File: config.mk
export PLATFORM = sky130hd
export DESIGN_NAME = bitmap_row_repacker
export DESIGN_NICKNAME = d
export VERILOG_FILES = /design/src/hw/rtl/rpk_pkg.sv /design/src/hw/rtl/rpk_cfg.sv /design/src/hw/rtl/rpk_core.sv /design/src/hw/rtl/bitmap_row_repacker.sv
export SDC_FILE = /design/constraint.sdc
export NUM_CORES = 1
export LEC_CHECK = 0
export BUFFER_PORTS_ARGS = -buffer_cell sky130_fd_sc_hd__buf_2
export CORE_ASPECT_RATIO = 1.4
export CORE_MARGIN = 4
export CORE_UTILIZATION = 26
export CTS_CLUSTER_DIAMETER = 30
export DETAILED_ROUTE_END_ITERATION = 10
export SKIP_LAST_GASP = 1
export SLEW_MARGIN = 15
export SYNTH_ARGS = -nofsm -noshare
export SYNTH_HDL_FRONTEND = slang
export SYNTH_SLANG_ARGS = --single-unit
File: constraint.sdc
create_clock -name clk_i -period 13.8 [get_ports clk_i]
set_input_delay 2.07 -clock clk_i [delete_from_list [all_inputs] [get_ports clk_i]]
set_output_delay 2.07 -clock clk_i [all_outputs]
set_load 0.02 [all_outputs]
File: src/hw/rtl/rpk_pkg.sv
// shared types, constants and helpers for the bitmap row repacker
// no dependencies; imported by every module of the block
`timescale 1ns / 1ps
`default_nettype none

package rpk_pkg;

  // size limits
  localparam int MaxWidth  = 4096;
  localparam int MaxHeight = 4096;

  // field and counter widths
  localparam int CfgW     = 13;                          // size registers
  localparam int ByteW    = 8;
  localparam int ColW     = $clog2(MaxWidth / ByteW);    // byte position in a row
  localparam int UsedW    = $clog2(MaxWidth / ByteW + 1); // bytes used per row
  localparam int RowW     = $clog2(MaxHeight);           // row index
  localparam int CfgIdxW  = 3;

  // register indexes of the write port
  typedef enum logic [CfgIdxW-1:0] {
    CFG_IMAGE_WIDTH  = 3'd0,
    CFG_SOURCE_WIDTH = 3'd1,
    CFG_IMAGE_HEIGHT = 3'd2,
    CFG_BIT_REVERSE  = 3'd3,
    CFG_BYTE_SWAP    = 3'd4
  } cfg_idx_e;

  // derived geometry and mode bits handed to the core
  typedef struct packed {
    logic [UsedW-1:0] used;        // bytes used per row, 1..MaxWidth/8
    logic [ColW-1:0]  stride_m1;   // source row stride minus one
    logic [RowW-1:0]  height_m1;   // rows per image minus one
    logic             bit_reverse;
    logic             byte_swap;
  } cfg_t;

  function automatic logic [ByteW-1:0] reverse8(input logic [ByteW-1:0] b);
    logic [ByteW-1:0] r;
    for (int i = 0; i < ByteW; i++) begin
      r[ByteW-1-i] = b[i];
    end
    return r;
  endfunction

  // clamp a size register into 1..hi
  function automatic logic [CfgW-1:0] clamp_size(input logic [CfgW-1:0] v,
                                                 input logic [CfgW-1:0] hi);
    logic [CfgW-1:0] r;
    if (v == '0) begin
      r = CfgW'(1);
    end else if (v > hi) begin
      r = hi;
    end else begin
      r = v;
    end
    return r;
  endfunction

endpackage

`default_nettype wire

File: src/hw/rtl/rpk_cfg.sv
// configuration registers and derived row geometry
// depends on rpk_pkg
`timescale 1ns / 1ps
`default_nettype none

module rpk_cfg (
  input  wire logic                        clk_i,
  input  wire logic                        rst_ni,
  input  wire logic                        cfg_we_i,
  input  wire logic [rpk_pkg::CfgIdxW-1:0] cfg_index_i,
  input  wire logic [rpk_pkg::CfgW-1:0]    cfg_wdata_i,
  output rpk_pkg::cfg_t                    cfg_o
);
  import rpk_pkg::*;

  localparam logic [CfgW-1:0] WidthMax  = CfgW'(MaxWidth);
  localparam logic [CfgW-1:0] HeightMax = CfgW'(MaxHeight);

  logic [CfgW-1:0] width_q, source_q, height_q;
  logic            rev_q, swap_q;

  logic [CfgW-1:0] w_c, s_c, s_eff, h_c;
  logic [CfgW-1:0] used_full, stride_full;

  always_ff @(posedge clk_i or negedge rst_ni) begin
    if (!rst_ni) begin
      width_q  <= CfgW'(8);
      source_q <= CfgW'(8);
      height_q <= CfgW'(1);
      rev_q    <= 1'b0;
      swap_q   <= 1'b0;
    end else if (cfg_we_i) begin
      case (cfg_index_i)
        CFG_IMAGE_WIDTH:  width_q  <= cfg_wdata_i;
        CFG_SOURCE_WIDTH: source_q <= cfg_wdata_i;
        CFG_IMAGE_HEIGHT: height_q <= cfg_wdata_i;
        CFG_BIT_REVERSE:  rev_q    <= cfg_wdata_i[0];
        CFG_BYTE_SWAP:    swap_q   <= cfg_wdata_i[0];
        default: ;
      endcase
    end
  end

  always_comb begin
    w_c   = clamp_size(width_q, WidthMax);
    s_c   = clamp_size(source_q, WidthMax);
    h_c   = clamp_size(height_q, HeightMax);
    // a narrow source row is taken as wide as the image
    s_eff = (s_c < w_c) ? w_c : s_c;
    used_full   = (w_c + CfgW'(7)) >> 3;
    stride_full = ((s_eff + CfgW'(7)) >> 3) - CfgW'(1);

    cfg_o.used        = used_full[UsedW-1:0];
    cfg_o.stride_m1   = stride_full[ColW-1:0];
    cfg_o.height_m1   = RowW'(h_c - CfgW'(1));
    cfg_o.bit_reverse = rev_q;
    cfg_o.byte_swap   = swap_q;
  end

endmodule

`default_nettype wire

File: src/hw/rtl/rpk_core.sv
// input register, byte pairing logic and result register
// depends on rpk_pkg
`timescale 1ns / 1ps
`default_nettype none

module rpk_core (
  input  wire logic                      clk_i,
  input  wire logic                      rst_ni,
  input  rpk_pkg::cfg_t                  cfg_i,
  input  wire logic                      in_valid_i,
  output logic                           in_stall_o,
  input  wire logic [rpk_pkg::ByteW-1:0] source_byte_i,
  output logic                           out_valid_o,
  input  wire logic                      out_stall_i,
  output logic [rpk_pkg::ByteW-1:0]      low_address_byte_o,
  output logic [rpk_pkg::ByteW-1:0]      high_address_byte_o,
  output logic                           last_word_o
);
  import rpk_pkg::*;

  // input register
  logic             in_valid_q, in_valid_d;
  logic [ByteW-1:0] in_byte_q;

  // row state
  logic [ColW-1:0]  col_q, col_d;
  logic [RowW-1:0]  row_q, row_d;
  logic [ByteW-1:0] held_q, held_d;
  logic             holding_q, holding_d;

  // result register
  logic             out_valid_q, out_valid_d;
  logic [ByteW-1:0] lo_q, lo_d, hi_q, hi_d;
  logic             last_q, last_d;

  logic             advance, accept;
  logic [ByteW-1:0] b, first, second;
  logic             in_used, end_used, end_row, last_row, emit;

  assign advance    = in_valid_q && (!out_valid_q || !out_stall_i);
  assign in_stall_o = in_valid_q && !advance;
  assign accept     = in_valid_i && !in_stall_o;

  always_comb begin
    b        = cfg_i.bit_reverse ? reverse8(in_byte_q) : in_byte_q;
    in_used  = {1'b0, col_q} < cfg_i.used;
    end_used = {1'b0, col_q} == (cfg_i.used - UsedW'(1));
    end_row  = col_q >= cfg_i.stride_m1;
    last_row = row_q >= cfg_i.height_m1;
    emit     = in_used && (holding_q || end_used);
    first    = holding_q ? held_q : b;
    second   = holding_q ? b : '0;

    in_valid_d = accept ? 1'b1 : (advance ? 1'b0 : in_valid_q);

    col_d     = col_q;
    row_d     = row_q;
    held_d    = held_q;
    holding_d = holding_q;
    if (advance) begin
      if (in_used) begin
        if (holding_q) begin
          holding_d = 1'b0;
        end else if (!end_used) begin
          held_d    = b;
          holding_d = 1'b1;
        end
      end
      if (end_row) begin
        col_d     = '0;
        holding_d = 1'b0;      // a byte still held at row end is dropped
        row_d     = last_row ? '0 : row_q + RowW'(1);
      end else begin
        col_d = col_q + ColW'(1);
      end
    end

    lo_d   = lo_q;
    hi_d   = hi_q;
    last_d = last_q;
    if (advance && emit) begin
      out_valid_d = 1'b1;
      lo_d        = cfg_i.byte_swap ? second : first;
      hi_d        = cfg_i.byte_swap ? first : second;
      last_d      = end_used && last_row;
    end else begin
      out_valid_d = out_valid_q && out_stall_i;
    end
  end

  always_ff @(posedge clk_i or negedge rst_ni) begin
    if (!rst_ni) begin
      in_valid_q  <= 1'b0;
      col_q       <= '0;
      row_q       <= '0;
      held_q      <= '0;
      holding_q   <= 1'b0;
      out_valid_q <= 1'b0;
    end else begin
      in_valid_q  <= in_valid_d;
      col_q       <= col_d;
      row_q       <= row_d;
      held_q      <= held_d;
      holding_q   <= holding_d;
      out_valid_q <= out_valid_d;
    end
  end

  always_ff @(posedge clk_i) begin
    if (accept) begin
      in_byte_q <= source_byte_i;
    end
    lo_q   <= lo_d;
    hi_q   <= hi_d;
    last_q <= last_d;
  end

  assign out_valid_o         = out_valid_q;
  assign low_address_byte_o  = lo_q;
  assign high_address_byte_o = hi_q;
  assign last_word_o         = last_q;

endmodule

`default_nettype wire

File: src/hw/rtl/bitmap_row_repacker.sv
// top level of the bitmap row repacker: config registers and repacking core
// depends on rpk_pkg, rpk_cfg and rpk_core
`timescale 1ns / 1ps
`default_nettype none

// Repacks a 1-bit-per-pixel bitmap, fed one source byte per beat in row-major
// order, into 16-bit words given as an even-address and an odd-address byte.
// Each source row is ceil(source_width/8) bytes; only the first
// ceil(image_width/8) bytes are used and the rest give no word. Used bytes are
// optionally bit-reversed, paired into words, and optionally byte-swapped; an
// odd row ends in a word padded with a zero byte (first position under swap).
// The final word of the image carries last_word. Sizes are clamped to 1..4096
// and a source narrower than the image is taken as the image width.
// Rate: one source byte per clock cycle, sustained while the word side takes
// every beat. A byte waits in the input register; its word is then written
// to the result register, from which it can leave. A held-off word side
// stalls the input once both the input and the result register are full.
// Registers may only be written while no beat is in flight; they act on the
// next byte taken.

module bitmap_row_repacker (
  input  wire logic                        clk_i,
  input  wire logic                        rst_ni,
  // configuration write port
  input  wire logic                        cfg_we_i,
  input  wire logic [rpk_pkg::CfgIdxW-1:0] cfg_index_i,
  input  wire logic [rpk_pkg::CfgW-1:0]    cfg_wdata_i,
  // source byte channel
  input  wire logic                        in_valid_i,
  output logic                             in_stall_o,
  input  wire logic [rpk_pkg::ByteW-1:0]   source_byte_i,
  // word channel
  output logic                             out_valid_o,
  input  wire logic                        out_stall_i,
  output logic [rpk_pkg::ByteW-1:0]        low_address_byte_o,
  output logic [rpk_pkg::ByteW-1:0]        high_address_byte_o,
  output logic                             last_word_o
);
  import rpk_pkg::*;

  // clamped geometry and mode bits
  cfg_t cfg;

  rpk_cfg u_cfg (
    .clk_i       (clk_i),
    .rst_ni      (rst_ni),
    .cfg_we_i    (cfg_we_i),
    .cfg_index_i (cfg_index_i),
    .cfg_wdata_i (cfg_wdata_i),
    .cfg_o       (cfg)
  );

  // byte pairing between the input and result registers
  rpk_core u_core (
    .clk_i               (clk_i),
    .rst_ni              (rst_ni),
    .cfg_i               (cfg),
    .in_valid_i          (in_valid_i),
    .in_stall_o          (in_stall_o),
    .source_byte_i       (source_byte_i),
    .out_valid_o         (out_valid_o),
    .out_stall_i         (out_stall_i),
    .low_address_byte_o  (low_address_byte_o),
    .high_address_byte_o (high_address_byte_o),
    .last_word_o         (last_word_o)
  );

endmodule

`default_nettype wire

==> results.py <==
metrics = {
    "floorplan": {
        "start_util": 0.2644,
        "dieArea_um2": 28580,
        "ioPinCount": 48,
        "core.rowCount": 69,
        "die_x_um": 144.0,
        "die_h_um": 198.4,
        "core_area_um2": 25470,
    },
    "clock_network": {
        "cts_inserted_buffers": 9,
        "cts_sinks": 98,
        "path_clk_slew_ns": 0.07,
        "cts_resized": 0,
        "insertion_delay_ns": 0.35,
        "clk_path_buf_depth": 2,
        "cts_setup_buffers": 0,
        "htree_num_levels": 3,
        "ctsHoldBuffers": 0,
        "cts_tree": "yes",
        "root_buffer": "clkbuf_16",
    },
    "finish": {
        "antenna_cells": 0,
        "multi_input_comb_area_um2": 3915,
        "nFillCells": 2633,
        "seq_area_um2": 2581,
        "area_delta_synth_final_pct": 12.00,
        "final_nets": 796,
        "drive_gt1_frac": 0.1752,
        "final_core_util": 0.2961,
    },
    "drt": {
        "drt_first_pass_iters": 4,
        "drc": 0,
        "ant_nets": 0,
        "routed_wl_um": 16350,
        "drt_iter0_markers": 322,
        "via_per_inst": 5.021,
        "vias": 5242,
        "routedWlPerCell_um": 15.66,
    },
    "worst_hold_path": {
        "whs_path_depth": 1,
        "hp-start": "u_core.row_q[11]",
        "hold_end": "u_core.row_q[11]",
        "hp-class": "register to register",
    },
    "sta": {
        "worst_pin_slew_ns": 1.137,
        "skew_ns": 0.01005,
        "rsz0062_at_grt": "no",
        "setup_viol": 0,
        "fin_setup_tns_ns": 0,
        "period_needed_ns": 6.157,
        "max_slew_margin": 0.2393,
        "timing.final.max_slew_violations": 0,
        "fin_crit_sh": 0.4461,
        "fmax_ghz": 0.1624,
        "hold_viol": 0,
    },
    "synth": {
        "synth_top_area_cell": "dfrtp_1",
        "synth_area_um2": 6734,
        "synth_edf_count": 25,
        "async_flop_share": 0.7449,
        "synth_cell_types": 68,
        "avgSynthCellArea_um2": 9.717,
        "synth_common_cells": "dfrtp_1 (70), nand2_1 (54), o21ai_0 (49)",
        "synthTopCellsByArea": "dfrtp_1 (26%), edfxtp_1 (11%), ha_1 (8.7%)",
        "synth-main-ff-cell": "dfrtp_1",
        "ys_ff_latch": 98,
        "yosysMostFrequentCell": "dfrtp_1",
        "yosysSeqAreaShare": 0.3833,
        "synth_top_area_frac": 0.2601,
        "syn-num-nets": 769,
        "ys_warn_count": 0,
        "syn_inst": 693,
    },
    "global_route": {
        "first_global_vias": 5128,
        "grt_pass1_wl_um": 26620,
        "grt_max_degree": 74,
        "grt-ovfl-total": 0,
        "track_usage": 0.1174,
        "antenna_found_initial": 0,
    },
    "outcome": {
        "status": "finished clean",
    },
    "critical_path": {
        "r2r_cells": 21,
        "critPathCaptureType": "register",
        "crit_required_ns": 14.02,
        "r2r_slack_ns": 7.64,
        "r2r_start": "u_cfg.width_q[12]",
        "critPathKind": "register to register",
        "cp.arrival_ns": 6.37,
        "cp-start-kind": "register",
        "critPathLaunch": "u_cfg.width_q[12]",
        "r2r_end": "u_core.row_q[5]",
        "worstPathMaxFanout": 22,
    },
    "power": {
        "pwr_density_cell_nw_per_um2": 179.6,
        "leakage_nw": 3.158,
        "ir_drop_mv": 0.06925,
    },
    "flow_run": {
        "drv_cap": 0,
    },
    "place": {
        "gp_congestion": 0.8702,
        "port_buffers": 47,
        "dpl.hpwl_um": 12510,
    },
}
-- placed cells by master, fill, tap and decap left out, drive strengths merged, types with 12 or more instances in the layout --
cell     n
ha      47
mux2i   21
nand2   54
xnor2   14
and3    12
nor3    23
nand3   16
mux2    44
o21ai   53
xor2    12
buf     49
o31ai   18
inv     27
nor2    46
a21oi   27
nand2b  17
nor2b   27
edfxtp  25
dfrtp   70
-- worst max-delay path, cell delays in order (launching register included) --
cell,delay (ns)
dfrtp_1,0.68
inv_1,0.35
nand2_1,0.26
ha_1,0.28
nand4_1,0.09
nor2_1,0.06
a221oi_1,0.24
nand3_1,0.71
mux2i_1,0.45
ha_1,0.31
nand3_1,0.10
mux2_2,0.32
nor3_1,0.18
nor2_1,0.07
xor2_1,0.15
ha_1,0.31
o21a_1,0.18
o211a_1,0.21
a221oi_1,0.27
buf_4,0.26
or3_1,0.37
o21ai_0,0.16
-- metrics by stage --
step | power [mW] | hold slack [ns] | area, um2 | worst slack, ns | instances
after floorplan | 0.9402 | 0.4614 | 6734 | 8.575 | 693
after global placement | 1.084 | 0.4894 | 7239 | 7.881 | 1028
after detailed placement | 1.100 | 0.4998 | 7239 | 7.740 | 1028
after CTS | 1.369 | 0.5157 | 7540 | 7.748 | 1044
after global routing | 1.466 | 0.5311 | 7542 | 7.133 | 1044
final | 1.355 | 0.5156 | 7542 | 7.643 | 1044
-- worst max-delay path by stage --
stage                            endpoint  slack (ns)  cells past startpoint
final                     u_core.row_q[5]        7.64                     21
after global routing      u_core.row_q[5]        7.13                     21
after CTS                 u_core.row_q[5]        7.75                     21
after detailed placement  u_core.row_q[5]        7.74                     21
after global placement    u_core.row_q[5]        7.88                     21
after floorplan           u_core.row_q[2]        8.58                     25
-- power breakdown --
part / total (mW) / leakage (nW) / switching, mW / internal, mW
combinational: 0.619 / 1.88 / 0.345 / 0.274
clock: 0.260 / 0.140 / 0.119 / 0.142
sequential: 0.475 / 1.14 / 0.0915 / 0.384
total: 1.35 / 3.16 / 0.556 / 0.799
-- registers in the layout, summed over array words and instances (netlist names) --
name and count:
u_cfg.height_q 13, u_core.low_address_byte_o 8, u_core.col_q 9, u_core.in_byte_q 8, u_core.in_valid_q 1, u_core.high_address_byte_o 8
u_cfg.swap_q 1, u_core.last_word_o 1, u_cfg.width_q 13, u_core.holding_q 1, u_cfg.rev_q 1, u_core.out_valid_o 1
u_cfg.source_q 13, u_core.row_q 12, u_core.held_q 8
-- per-layer routing --
metal,share of wire,GRT usage,wire [um]
met4,0.024,0.04222,385
met5,0,0,0
met2,0.51,0.2059,8259
met3,0.038,0.01852,624
met1,0.43,0.1445,7080
-- cell families after synthesis --
kind of cell | synth area share
and+or+nand+nor | 0.1931
adders and majority gates | 0.08733
muxes | 0.1053
xor gates and xnor gates | 0.04496
DFF | 0.3833
AOI/OAI and AO/OA | 0.1503
buffers and inverters | 0.03567
-- final cells by class --
type,count,area share
flip-flops and latches,98,0.3422
inverters,25,0.01244
clock buffers,9,0.02986
repair buffers,49,0.03351
multi-input cells,537,0.5191
clock inverters,7,0.009954
well taps,319,0.05292
Power figures use the tool's default switching activity.
